--- src/rtl/urm_pkg.sv ---
// Shared types and constants for the ultrasonic ranger with median filter.
// Holds the phase enum, register indexes, reset values and the result item layout.
// No dependencies; every other file refers to it by scoped names.
`default_nettype none

package urm_pkg;

	// Measurement phases of the ranging sequencer.
	typedef enum logic [2:0] {
		PH_TRIG_LOW  = 3'd0,
		PH_TRIG_HIGH = 3'd1,
		PH_ECHO      = 3'd2,
		PH_READ_GAP  = 3'd3,
		PH_BATCH_GAP = 3'd4
	} phase_t;

	// Requests from the sequencer to the sorted store.
	typedef struct packed {
		logic insert;
		logic clear;
	} sort_ctrl_t;

	// Configuration register indexes.
	localparam logic [2:0] REG_SAMPLES      = 3'd0;
	localparam logic [2:0] REG_ECHO_TIMEOUT = 3'd1;
	localparam logic [2:0] REG_MIN_DIST     = 3'd2;
	localparam logic [2:0] REG_MAX_DIST     = 3'd3;
	localparam logic [2:0] REG_READ_GAP     = 3'd4;
	localparam logic [2:0] REG_BATCH_GAP    = 3'd5;
	localparam logic [2:0] REG_LOSS_TIMEOUT = 3'd6;

	// Register reset values.
	localparam logic [3:0]  RST_SAMPLES      = 4'd5;
	localparam logic [15:0] RST_ECHO_TIMEOUT = 16'd30000;
	localparam logic [16:0] RST_MIN_DIST     = 17'd512;
	localparam logic [16:0] RST_MAX_DIST     = 17'd102400;
	localparam logic [15:0] RST_READ_GAP     = 16'd20000;
	localparam logic [19:0] RST_BATCH_GAP    = 20'd300000;
	localparam logic [23:0] RST_LOSS_TIMEOUT = 24'd10000000;

	// Timing constants in ticks.
	localparam logic [23:0] TRIG_LOW_TICKS  = 24'd2;
	localparam logic [23:0] TRIG_HIGH_TICKS = 24'd10;
	localparam logic [23:0] TICKS_MAX       = 24'hFFFFFF;

	// Distance scaling: each microsecond of echo is 4456/1024 units of 1/256 cm.
	localparam int          ACC_W      = 29;
	localparam logic [28:0] DIST_STEP  = 29'd4456;
	localparam int          DIST_SHIFT = 10;
	localparam int          DIST_W     = 17;
	localparam logic [15:0] WIDTH_MAX  = 16'hFFFF;
	localparam logic [15:0] FAIL_MAX   = 16'hFFFF;

	// Result item layout in m_tdata, lowest bit first.
	localparam int OUT_TRIG     = 0;
	localparam int OUT_READY    = 1;
	localparam int OUT_DIST_LSB = 2;
	localparam int OUT_OK       = 19;
	localparam int OUT_NV_LSB   = 20;
	localparam int OUT_FAIL_LSB = 24;
	localparam int OUT_CONN     = 40;
	localparam int OUT_USED     = 41;
	localparam int OUT_DATA_W   = 48;

endpackage

`default_nettype wire

--- src/rtl/urm_sorter.sv ---
// Sorted sample store of the ranger: inserts one distance per request in order.
// Gives the median at index count/2 and the fill count of the current batch.
// Depends on urm_pkg for the control struct and the distance width.
`default_nettype none

module urm_sorter #(
	parameter int MAX_SAMPLES = 8,
	parameter int CNT_W       = $clog2(MAX_SAMPLES + 1),
	parameter int IDX_W       = (MAX_SAMPLES > 1) ? $clog2(MAX_SAMPLES) : 1
) (
	input  wire                          clk,
	input  wire                          arst_n,
	input  urm_pkg::sort_ctrl_t          ctrl,
	input  wire  [urm_pkg::DIST_W-1:0]   value,
	output logic [CNT_W-1:0]             count,
	output logic [urm_pkg::DIST_W-1:0]   median
);

	logic [urm_pkg::DIST_W-1:0] store_q [MAX_SAMPLES];
	logic [urm_pkg::DIST_W-1:0] store_d [MAX_SAMPLES];
	logic [MAX_SAMPLES-1:0]     gt;
	logic [CNT_W-1:0]           count_q;
	logic                       full;

	assign full = (count_q >= CNT_W'(MAX_SAMPLES));

	// Entries of the filled prefix that sort after the new value.
	always_comb begin
		for (int j = 0; j < MAX_SAMPLES; j++) begin
			gt[j] = (CNT_W'(j) < count_q) && (store_q[j] > value);
		end
	end

	// Each slot takes its lower neighbour, the new value, or keeps its own.
	for (genvar j = 0; j < MAX_SAMPLES; j++) begin : g_slot
		if (j == 0) begin : g_first
			assign store_d[j] = (gt[j] || (count_q == CNT_W'(j))) ? value : store_q[j];
		end else begin : g_rest
			assign store_d[j] = gt[j-1] ? store_q[j-1] :
				((gt[j] || (count_q == CNT_W'(j))) ? value : store_q[j]);
		end
	end

	// Store contents carry no reset; only the filled prefix is ever used.
	always_ff @(posedge clk) begin
		if (ctrl.insert && !full) begin
			store_q <= store_d;
		end
	end

	// Fill count of the batch in progress.
	always_ff @(posedge clk or negedge arst_n) begin
		if (!arst_n) begin
			count_q <= '0;
		end else if (ctrl.clear) begin
			count_q <= '0;
		end else if (ctrl.insert && !full) begin
			count_q <= count_q + CNT_W'(1);
		end
	end

	assign count  = count_q;
	assign median = store_q[IDX_W'(count_q >> 1)];

endmodule

`default_nettype wire

--- src/rtl/ultrasonic_ranger_median_top.sv ---
// Top level of the ultrasonic time-of-flight ranger with batch median filter.
// Holds the configuration registers, the ranging sequencer and the result register.
// Depends on urm_pkg and instantiates urm_sorter.
//
// Channel   Direction  Width  Contents
// s_*       in         8      one echo level sample per microsecond tick
// m_*       out        48     trigger level, batch result and link status for that tick
// cfg_*     in         24     register write, index 0 to 6, no read-back
//
// Each item's result is loaded into the result register when the item is accepted;
// with m_tready high an item is accepted every cycle.
// The sequencer update and the sorted insertion are both combinational.
// Reset clears the sequencer, counters and fill count; the sample store is not cleared.
// A stalled result holds s_tready low until it is taken; no state advances meanwhile.
`default_nettype none

module ultrasonic_ranger_median_top #(
	parameter int MAX_SAMPLES = 8
) (
	input  wire         clk,
	input  wire         arst_n,
	// s_tdata: [0] echo_level, [7:1] zero
	input  wire         s_tvalid,
	output logic        s_tready,
	input  wire  [7:0]  s_tdata,
	// m_tdata: [0] trigger, [1] result_ready, [18:2] distance_q8, [19] distance_ok,
	// [23:20] valid_readings, [39:24] failed_batches, [40] connected, [47:41] zero
	output logic        m_tvalid,
	input  wire         m_tready,
	output logic [47:0] m_tdata,
	input  wire         cfg_we,
	input  wire  [2:0]  cfg_index,
	input  wire  [23:0] cfg_data
);

	localparam int CNT_W = $clog2(MAX_SAMPLES + 1);

	// Configuration registers.
	logic [3:0]  samples_q;
	logic [15:0] echo_timeout_q;
	logic [16:0] min_dist_q;
	logic [16:0] max_dist_q;
	logic [15:0] read_gap_q;
	logic [19:0] batch_gap_q;
	logic [23:0] loss_timeout_q;

	// Sequencer state.
	urm_pkg::phase_t phase_q, phase_d;
	logic [23:0] phase_ticks_q, phase_ticks_d, pt_inc;
	logic        seen_q, seen_d;
	logic [15:0] width_q, width_d;
	logic [urm_pkg::ACC_W-1:0] acc_q, acc_d;
	logic [3:0]  ridx_q, ridx_d;
	logic [15:0] failed_q, failed_d;
	logic        conn_q, conn_d;
	logic [23:0] tsv_q, tsv_d, tsv_inc;

	// Per-item results and helpers.
	logic        trig, ready, ok, finish, use_width, in_range, accept;
	logic [16:0] med_dist;
	logic [3:0]  nvalid;
	logic [18:0] dist_raw;
	logic [4:0]  spb_ext, batch_n;
	logic        echo;
	urm_pkg::sort_ctrl_t sort_req, sort_ctrl;
	logic [CNT_W-1:0]    count;
	logic [16:0]         median;

	// Result register.
	logic        out_valid_q;
	logic [47:0] out_data_q;

	assign accept   = s_tvalid && s_tready;
	assign s_tready = !out_valid_q || m_tready;
	assign echo     = s_tdata[0];

	// Configuration writes; indexes beyond the list are ignored.
	always_ff @(posedge clk or negedge arst_n) begin
		if (!arst_n) begin
			samples_q      <= urm_pkg::RST_SAMPLES;
			echo_timeout_q <= urm_pkg::RST_ECHO_TIMEOUT;
			min_dist_q     <= urm_pkg::RST_MIN_DIST;
			max_dist_q     <= urm_pkg::RST_MAX_DIST;
			read_gap_q     <= urm_pkg::RST_READ_GAP;
			batch_gap_q    <= urm_pkg::RST_BATCH_GAP;
			loss_timeout_q <= urm_pkg::RST_LOSS_TIMEOUT;
		end else if (cfg_we) begin
			unique case (cfg_index)
				urm_pkg::REG_SAMPLES:      samples_q      <= cfg_data[3:0];
				urm_pkg::REG_ECHO_TIMEOUT: echo_timeout_q <= cfg_data[15:0];
				urm_pkg::REG_MIN_DIST:     min_dist_q     <= cfg_data[16:0];
				urm_pkg::REG_MAX_DIST:     max_dist_q     <= cfg_data[16:0];
				urm_pkg::REG_READ_GAP:     read_gap_q     <= cfg_data[15:0];
				urm_pkg::REG_BATCH_GAP:    batch_gap_q    <= cfg_data[19:0];
				urm_pkg::REG_LOSS_TIMEOUT: loss_timeout_q <= cfg_data;
				default: begin
				end
			endcase
		end
	end

	// Batch size clamped to the range one to MAX_SAMPLES.
	assign spb_ext = {1'b0, samples_q};
	assign batch_n = (samples_q == 4'd0) ? 5'd1 :
		((spb_ext > 5'(MAX_SAMPLES)) ? 5'(MAX_SAMPLES) : spb_ext);

	// The distance accumulator follows the echo width, so no multiplier is needed.
	assign dist_raw = acc_q[urm_pkg::ACC_W-1:urm_pkg::DIST_SHIFT];
	assign in_range = (width_q != 16'd0) && (dist_raw >= {2'b00, min_dist_q})
		&& (dist_raw <= {2'b00, max_dist_q});

	assign pt_inc  = (phase_ticks_q == urm_pkg::TICKS_MAX) ? phase_ticks_q
		: phase_ticks_q + 24'd1;
	assign tsv_inc = (tsv_q == urm_pkg::TICKS_MAX) ? tsv_q : tsv_q + 24'd1;

	// Sequencer next state and the result item of this tick.
	always_comb begin
		phase_d       = phase_q;
		phase_ticks_d = pt_inc;
		seen_d        = seen_q;
		width_d       = width_q;
		acc_d         = acc_q;
		ridx_d        = ridx_q;
		failed_d      = failed_q;
		conn_d        = conn_q;
		tsv_d         = tsv_inc;
		sort_req      = '0;
		trig          = 1'b0;
		ready         = 1'b0;
		med_dist      = '0;
		ok            = 1'b0;
		nvalid        = '0;
		finish        = 1'b0;
		use_width     = 1'b0;
		unique case (phase_q)
			urm_pkg::PH_TRIG_LOW: begin
				if (pt_inc >= urm_pkg::TRIG_LOW_TICKS) begin
					phase_d       = urm_pkg::PH_TRIG_HIGH;
					phase_ticks_d = '0;
				end
			end
			urm_pkg::PH_TRIG_HIGH: begin
				trig = 1'b1;
				if (pt_inc >= urm_pkg::TRIG_HIGH_TICKS) begin
					seen_d        = 1'b0;
					width_d       = '0;
					acc_d         = '0;
					phase_d       = urm_pkg::PH_ECHO;
					phase_ticks_d = '0;
				end
			end
			urm_pkg::PH_ECHO: begin
				if (echo) begin
					seen_d = 1'b1;
					if (width_q != urm_pkg::WIDTH_MAX) begin
						width_d = width_q + 16'd1;
						acc_d   = acc_q + urm_pkg::DIST_STEP;
					end
				end
				// A falling edge ends the pulse; otherwise the timeout fails the reading.
				if (!echo && seen_q) begin
					finish    = 1'b1;
					use_width = 1'b1;
				end else if (pt_inc >= {8'd0, echo_timeout_q}) begin
					finish = 1'b1;
				end
				if (finish) begin
					sort_req.insert = use_width && in_range;
					ridx_d          = ridx_q + 4'd1;
					seen_d          = 1'b0;
					width_d         = '0;
					acc_d           = '0;
					phase_d         = urm_pkg::PH_READ_GAP;
					phase_ticks_d   = '0;
				end
			end
			urm_pkg::PH_READ_GAP: begin
				if (pt_inc >= {8'd0, read_gap_q}) begin
					phase_ticks_d = '0;
					if ({1'b0, ridx_q} >= batch_n) begin
						// End of batch: report the median or count a failure.
						ready  = 1'b1;
						nvalid = 4'(count);
						if (count != '0) begin
							ok       = 1'b1;
							med_dist = median;
							failed_d = '0;
							conn_d   = 1'b1;
							tsv_d    = '0;
						end else begin
							if (failed_q != urm_pkg::FAIL_MAX) begin
								failed_d = failed_q + 16'd1;
							end
							if (conn_q && (tsv_inc > loss_timeout_q)) begin
								conn_d = 1'b0;
							end
						end
						ridx_d         = '0;
						sort_req.clear = 1'b1;
						phase_d        = urm_pkg::PH_BATCH_GAP;
					end else begin
						phase_d = urm_pkg::PH_TRIG_LOW;
					end
				end
			end
			urm_pkg::PH_BATCH_GAP: begin
				if (pt_inc >= {4'd0, batch_gap_q}) begin
					phase_d       = urm_pkg::PH_TRIG_LOW;
					phase_ticks_d = '0;
				end
			end
			default: begin
				phase_d       = urm_pkg::PH_TRIG_LOW;
				phase_ticks_d = '0;
			end
		endcase
	end

	// Sequencer state advances once per accepted item.
	always_ff @(posedge clk or negedge arst_n) begin
		if (!arst_n) begin
			phase_q       <= urm_pkg::PH_TRIG_LOW;
			phase_ticks_q <= '0;
			seen_q        <= 1'b0;
			width_q       <= '0;
			acc_q         <= '0;
			ridx_q        <= '0;
			failed_q      <= '0;
			conn_q        <= 1'b0;
			tsv_q         <= '0;
		end else if (accept) begin
			phase_q       <= phase_d;
			phase_ticks_q <= phase_ticks_d;
			seen_q        <= seen_d;
			width_q       <= width_d;
			acc_q         <= acc_d;
			ridx_q        <= ridx_d;
			failed_q      <= failed_d;
			conn_q        <= conn_d;
			tsv_q         <= tsv_d;
		end
	end

	assign sort_ctrl.insert = accept && sort_req.insert;
	assign sort_ctrl.clear  = accept && sort_req.clear;

	urm_sorter #(
		.MAX_SAMPLES(MAX_SAMPLES)
	) u_sorter (
		.clk    (clk),
		.arst_n (arst_n),
		.ctrl   (sort_ctrl),
		.value  (dist_raw[16:0]),
		.count  (count),
		.median (median)
	);

	// Result register: loaded on accept, emptied when the item is taken.
	always_ff @(posedge clk or negedge arst_n) begin
		if (!arst_n) begin
			out_valid_q <= 1'b0;
		end else if (accept) begin
			out_valid_q <= 1'b1;
		end else if (m_tready) begin
			out_valid_q <= 1'b0;
		end
	end

	always_ff @(posedge clk) begin
		if (accept) begin
			out_data_q <= {{(urm_pkg::OUT_DATA_W - urm_pkg::OUT_USED){1'b0}},
				conn_d, failed_d, nvalid, ok, med_dist, ready, trig};
		end
	end

	assign m_tvalid = out_valid_q;
	assign m_tdata  = out_data_q;

endmodule

`default_nettype wire

--- config.mk ---
export PLATFORM = sky130hd
export DESIGN_NAME = ultrasonic_ranger_median_top
export DESIGN_NICKNAME = d
export VERILOG_FILES = /design/src/rtl/urm_pkg.sv /design/src/rtl/urm_sorter.sv /design/src/rtl/ultrasonic_ranger_median_top.sv
export SDC_FILE = /design/constraint.sdc
export NUM_CORES = 1
export LEC_CHECK = 0
export ABC_AREA = 0
export BUFFER_PORTS_ARGS = -buffer_cell sky130_fd_sc_hd__buf_2
export CORE_MARGIN = 8
export CORE_UTILIZATION = 50
export CTS_CLUSTER_SIZE = 20
export DETAILED_ROUTE_END_ITERATION = 10
export PLACE_DENSITY = 0.74
export SLEW_MARGIN = 25
export SYNTH_ARGS = -nofsm -noshare
export SYNTH_HDL_FRONTEND = slang
export SYNTH_SLANG_ARGS = --single-unit
--- constraint.sdc ---
create_clock -name clk -period 7.8 [get_ports clk]
set_input_delay 0.39 -clock clk [delete_from_list [all_inputs] [get_ports clk]]
set_output_delay 0.39 -clock clk [all_outputs]
set_load 0.02 [all_outputs]
==> results of run 1 <==
final timing paths:
check                                       from           endpoint  slack [ns]  cells past startpoint
worst max-delay path            phase_ticks_q[0]        failed_q[5]        1.35                     19
worst min-delay path                    s_tvalid           m_tvalid        0.03                      2
worst max register to register  phase_ticks_q[0]        failed_q[5]        1.35                     19
worst min register to register    batch_gap_q[1]     batch_gap_q[1]        0.50                      1
max in group asynchronous                 arst_n  u_sorter.count[1]        5.92                      3
min in group asynchronous                 arst_n     batch_gap_q[4]        0.46                      2
power by group:
part / internal [mW] / total, mW / leakage, nW / switching, mW
registers: 2.62 / 2.88 / 4.59 / 0.261
clock network: 1.21 / 2.10 / 0.703 / 0.889
logic: 1.06 / 2.55 / 6.89 / 1.48
total: 4.89 / 7.52 / 12.2 / 2.63
per-layer routing:
metal / track usage [%] / share of wire (%) / routed length [µm]
met4: 7.13 / 2.6 / 1750
met2: 35.4 / 47 / 30900
met3: 3.77 / 7.4 / 4870
met5: 0 / 0.020 / 13
met1: 29.8 / 43 / 28700
cell usage in the layout, fill, tap and decap left out, drive strengths merged, types with 6 or more instances in the layout:
| cell | count |
|---|---|
| a211o | 8 |
| and4 | 13 |
| clkinv | 16 |
| nor2b | 35 |
| ha | 257 |
| nor2 | 136 |
| conb | 7 |
| o31ai | 13 |
| o21a | 21 |
| nor3 | 28 |
| o21ai | 171 |
| or2 | 7 |
| nand4 | 71 |
| mux2 | 168 |
| xor2 | 38 |
| a21oi | 103 |
| xnor2 | 54 |
| dfrtp | 200 |
| or3 | 12 |
| and3 | 31 |
| edfxtp | 177 |
| nor4 | 22 |
| nand2b | 28 |
| nand3 | 76 |
| a211oi | 14 |
| o2111ai | 6 |
| mux4 | 34 |
| dfstp | 34 |
| and2 | 20 |
| a22o | 13 |
| mux2i | 27 |
| inv | 158 |
| a21o | 58 |
| nand2 | 194 |
| clkbuf | 56 |
| a31oi | 16 |
| buf | 107 |
per-stage QoR:
step | instance area [µm²] | hold slack (ns) | util, %
4_1_cts | 28200 | 0.0127 | 55.3
3_3_place_gp | 26700 | 0.465 | 52.4
3_5_place_dp | 26700 | 0.472 | 52.4
5_1_grt | 28200 | 0.0425 | 55.3
2_1_floorplan | 25700 | 0.0944 | -
6_report | 28200 | 0.0324 | 55.3
area by class of cell:
cell class / count / area (µm²) / share of cell area, %
Multi-Input combinational cell: 1741 / 13500 / 47.7
Sequential cell: 411 / 11200 / 39.7
Clock buffer: 56 / 1260 / 4.47
Tap cell: 680 / 851 / 3.02
Timing Repair Buffer: 108 / 647 / 2.29
Inverter: 158 / 594 / 2.11
Clock inverter: 23 / 175 / 0.621
Antenna cell: 5 / 12.5 / 0.0443
cells by family (layout without fill, tap and decap cells):
logic type / after synthesis / in the layout / synth area share [%]
XOR/XNOR: 92 / 92 / 3.14
adder cells (fa/ha/maj): 257 / 257 / 12.5
AND/OR/NAND/NOR: 689 / 689 / 13.6
other: 1 / 12 / 0.0146
flip-flops: 411 / 411 / 43.7
AO/OA/AOI/OAI: 467 / 467 / 11.4
multiplexers: 229 / 229 / 11.4
buffers and inverters: 261 / 345 / 4.21
registers in the layout, summed over array words and instances, names as in the netlist, 17 cells and up:
name and count:
loss_timeout_q 24, max_dist_q 17, tsv_q 24, min_dist_q 17
acc_q 26, batch_gap_q 20, phase_ticks_q 24, m_tdata 41
u_sorter.store_q 136
timing repair:
| action | 4_1_cts | 5_1_grt |
|---|---|---|
| endpoints found under the hold margin | 77 | 0 |
| hold buffers | 1 | 0 |
| buffers inserted | 0 | 0 |
==> impl_metrics.py, run 1 <==
metrics = {
    "sta": {
        "drv_slew": 0,
        "slew_headroom_pct": 28.6,
        "fin_worst_skew_ns": 0.0211,
        "fmax_mhz": 155,
        "min_period_ns": 6.45,
        "tns_ns": 0,
        "worst_slack_ns": 1.35,
        "finalCritPeriodShare_pct": 82.6,
        "rsz0062_at_grt": "no",
        "finalHoldViolations": 0,
        "setup_viol": 0,
        "worst_pin_slew_ns": 1.07,
    },
    "setup_path": {
        "path_class": "flip-flop to flip-flop",
        "slowest_stage": "o31ai_4",
        "critPathArrivalTime_ns": 6.92,
        "path_buf_inv": 1,
        "cp_cell_sequence": "ha_1, and4_1, and2_1, nand2_1, nand2_1, nor2_1, xor2_1, ha_1, a21o_1, a21o_1, a211o_1, a221oi_1, o31ai_1, o31ai_4, nand2b_1, buf_4, nand2_1, or3_1, o21ai_0",
        "crit_top_cell": "nand2_1",
        "cp-start-kind": "flip-flop",
        "cp-end-kind": "flip-flop",
        "crit_required_ns": 8.28,
        "crit_fanout": 36,
        "path_delay_family": "simple AND/OR/NAND/NOR gates",
        "slowest_delay_ns": 0.63,
    },
    "cts": {
        "clk_pin_slew_ns": 0.06,
        "cts_buffer_depth": 3,
        "cts_made_buffers": 43,
        "h-tree-depth": 2,
        "clockRootBuffer": "clkbuf_16",
        "cts-resized-gates": 0,
        "cts_sinks": 411,
        "cts_tree": "yes",
        "clock_latency_ns": 0.56,
    },
    "placed_design": {
        "portBuffers": 75,
        "dp_hpwl_mm": 47.2,
        "gp_congestion": 1.03,
        "place_inst": 3096,
        "place_ws_ns": 1.45,
    },
    "yosys": {
        "synthFlopType": "dfrtp_1",
        "synth_area_um2": 25600,
        "synth_top_cell_by_area": "edfxtp_1",
        "ys_types": 84,
        "yosys_warnings": 0,
        "synth-edff-count": 177,
        "syn_inst": 2407,
        "synthArstFlopShare_pct": 56.9,
        "ys_ff_latch": 411,
        "postSynthAreaPerCell_um2": 10.7,
        "ys_seq_area_share_pct": 43.7,
        "yosysMostFrequentCell": "ha_1",
        "yosysTopAreaCellShare_pct": 20.7,
        "synth_top_cells_by_count": "257 x ha_1, 200 x dfrtp_1, 194 x nand2_1, 177 x edfxtp_1, 168 x mux2_2",
        "synth_area_leaders": "edfxtp_1 21%, dfrtp_1 20%, ha_1 13%",
    },
    "grt": {
        "grt_first_pass_wirelength_mm": 105,
        "grt_max_degree": 96,
        "grt.total_usage_pct": 21.9,
        "overflow": 0,
        "grt_pass1_vias": 19200,
        "antenna_found_initial": 4,
    },
    "pwr": {
        "peakVddDrop_mv": 0.157,
        "finalPower_mw": 7.52,
        "leakagePower_nw": 12.2,
        "powerDensity_nw_per_um2": 267,
    },
    "layout": {
        "fin_cells": 3182,
        "fillers": 4241,
        "drive_gt1_share_pct": 18.4,
        "nets": 2760,
        "area_growth_pct": 10.0,
    },
    "floorplan": {
        "ios": 90,
        "fp-row-count": 83,
        "die_h_um": 242,
        "core-area_um2": 51000,
        "die_w_um": 242,
        "start_util_pct": 50.3,
        "die_area_um2": 58800,
    },
    "route": {
        "dr.pass1.iters": 5,
        "antenna_left": 0,
        "wire_per_inst_um": 20.8,
        "drt-initial-drc-count": 1901,
        "post_drt_via_cell_ratio": 6.07,
        "drc_errors": 0,
        "routed_wl_mm": 66.3,
        "num_vias": 19300,
    },
    "status": {
        "status": "complete, no violations",
    },
    "worst_hold_path": {
        "hold_class": "input pin to flip-flop",
    },
    "job": {
        "max_cap_violations": 0,
    },
}
Power figures use the tool's default switching activity.
==> inputs of run 2 (changes only) <==
- clock period: 7.8 -> 6.7 ns (I/O delays scaled with it)
==> run 2 against run 1 <==
Effect of this change: critical path depth down 1; flip-flop and latch count stayed put; first-iteration DRC count down 10%; clock skew up 0.0095 ns; final area up 0.32%; count of clock-buffer cells in the layout up 6; maximum frequency up 8.2%; hold slack better by 0.0094 ns; combinational power increased by 14%; worst setup slack lost 0.61 ns; sequential power rose by 17%; register-to-register slack worse by 0.61 ns.
==> impl_metrics.py, run 2 (synthesis gave the netlist of run 1 again) <==
metrics = {
    "status": {
        "status": "complete, no violations",
    },
    "floorplan": {
        "die_h_um": 242,
        "die_w_um": 242,
        "fp-row-count": 83,
        "core-area_um2": 51000,
        "die_area_um2": 58800,
        "ios": 90,
        "start_util_pct": 50.3,
    },
    "layout": {
        "nets": 2765,
        "area_growth_pct": 10.4,
        "drive_gt1_share_pct": 18.1,
        "final_util_pct": 55.5,
        "largest_reg_flops": 136,
        "regMostFlops": "u_sorter.store_q",
        "final_common_cell": "ha_1",
        "final_cell_mix": "257 x ha_1, 199 x dfrtp_1, 193 x nand2_1",
    },
    "setup_path": {
        "cp_cell_sequence": "ha_1, and4_1, and2_1, nand2_1, nand2_1, nor2_1, xor2_1, ha_1, a21o_1, a21o_1, a211o_1, a221oi_1, o31ai_1, o31ai_4, or2_1, nor3_1, a211o_1, a22o_1",
        "critPathArrivalTime_ns": 6.42,
        "crit_required_ns": 7.16,
        "slowest_stage": "o31ai_4",
        "crit_fanout": 16,
        "path_delay_family": "compound AO/OA/AOI/OAI gates",
        "slowest_delay_ns": 0.60,
        "path_buf_inv": 0,
        "cp-start-kind": "flip-flop",
        "cp-end-kind": "flip-flop",
        "path_class": "flip-flop to flip-flop",
    },
    "cts": {
        "cts_tree": "yes",
        "clock_latency_ns": 0.59,
        "h-tree-depth": 2,
        "cts_buffer_depth": 3,
        "clockRootBuffer": "clkbuf_16",
        "clk_pin_slew_ns": 0.06,
        "cts_made_buffers": 43,
        "cts_sinks": 411,
    },
    "pwr": {
        "peakVddDrop_mv": 0.184,
        "p_int_mw": 5.73,
        "switchingPower_mw": 3.06,
        "p_sw_share_pct": 34.8,
        "pwr-share-seq_pct": 38.4,
        "leakagePower_nw": 12.2,
        "power_frac_clock_pct": 28.5,
        "comb_power_share_pct": 33.1,
        "powerDensity_nw_per_um2": 310,
    },
    "sta": {
        "rsz0062_at_grt": "no",
        "min_period_ns": 5.96,
        "tns_ns": 0,
        "drv_slew": 0,
        "finalCritPeriodShare_pct": 88.9,
        "holdWs_ns": 0.0418,
        "slew_headroom_pct": 29.9,
        "finalHoldViolations": 0,
        "setup_viol": 0,
        "fin_worst_skew_ns": 0.0306,
        "fmax_mhz": 168,
        "worst_pin_slew_ns": 1.04,
    },
    "placed_design": {
        "gp_congestion": 0.988,
        "portBuffers": 75,
        "dp_hpwl_mm": 46.5,
    },
    "grt": {
        "grt_first_pass_wirelength_mm": 106,
        "grt.total_usage_pct": 22.0,
        "grt_pass1_vias": 19200,
        "overflow": 0,
        "antenna_found_initial": 2,
        "grt_max_degree": 159,
    },
    "worst_hold_path": {
        "hold_class": "input pin to flip-flop",
    },
    "route": {
        "post_drt_via_cell_ratio": 6.04,
        "drt-initial-drc-count": 1709,
        "wire_per_inst_um": 20.6,
        "antenna_left": 0,
        "num_vias": 19200,
        "drc_errors": 0,
        "dr.pass1.iters": 6,
        "routed_wl_mm": 65.4,
    },
    "job": {
        "max_cap_violations": 0,
    },
}
[run 2: cell types whose count changed in the layout (fill, tap and decap cells not counted), moves of 4 or more]
cell	previous run	this run
clkbuf_1	4	9
clkbuf_16	47	43
clkbuf_8	5	10
clkinv_2	11	6
diode_2	5	1
dlygate4sd3_1	1	9
[run 2: final timing paths]
check	slack (ns)	to	startpoint	depth (start not counted)
worst max register to register	0.74	failed_q[13]	phase_ticks_q[0]	18
worst min-delay path	0.04	echo_timeout_q[14]	cfg_data[14]	3
max in group asynchronous	5.03	u_sorter.count[1]	arst_n	3
min in group asynchronous	0.34	batch_gap_q[4]	arst_n	2
worst min register to register	0.50	batch_gap_q[4]	batch_gap_q[4]	1
worst max-delay path	0.74	failed_q[13]	phase_ticks_q[0]	18
[run 2: stage by stage]
stage	cell area [µm²]	power, mW	instances	worst slack (ns)
finish	28300	8.79	3183	0.743
global route	28300	9.31	3182	0.274
CTS	28300	8.79	3182	0.755
detailed placement	26700	6.25	3094	0.804
global placement	26700	6.08	3093	0.886
floorplan	25700	5.40	2413	2.35
[run 2: worst reg2reg max path, cell delays in order, from the launching register on]
cell	delay, ns
dfrtp_1	0.44
ha_1	0.30
and4_1	0.34
and2_1	0.50
nand2_1	0.40
nand2_1	0.26
nor2_1	0.08
xor2_1	0.33
ha_1	0.33
a21o_1	0.19
a21o_1	0.17
a211o_1	0.29
a221oi_1	0.33
o31ai_1	0.17
o31ai_4	0.60
or2_1	0.42
nor3_1	0.18
a211o_1	0.35
a22o_1	0.18
[run 2: layout make-up]
type / instances / area [µm²]
fill: 4244 / 22700
multi-input combinational: 1741 / 13500
sequential: 411 / 11200
clock buffer: 62 / 1250
tap: 680 / 851
timing repair buffer: 113 / 713
inverter: 158 / 594
clock inverter: 17 / 223
antenna: 1 / 2.50
[run 2: timing repair]
action / in CTS / in global routing
hold endpoints to repair: 73 / 0
hold buffers: 9 / 0
setup buffers: 0 / 0
gates resized for setup: 0 / 0
[run 2: power groups by stage]
stage | sequential (mW) | clock (mW) | combinational, mW
global placement | 3.40 | 0 | 2.68
floorplan | 3.30 | 0 | 2.10
detailed placement | 3.42 | 0 | 2.83
CTS | 3.37 | 2.54 | 2.88
finish | 3.38 | 2.50 | 2.91
global route | 3.42 | 2.64 | 3.25
[run 2: metal layers]
| metal | vias up | global-route usage, % | part of all wire [%] |
|---|---|---|---|
| met5 | - | 0 | 0.012 |
| met4 | 2 | 7.56 | 3.1 |
| met3 | 124 | 4.77 | 8.0 |
| met2 | 742 | 34.7 | 46 |
| met1 | 9424 | 29.8 | 43 |
| li1 | 8919 | - | - |
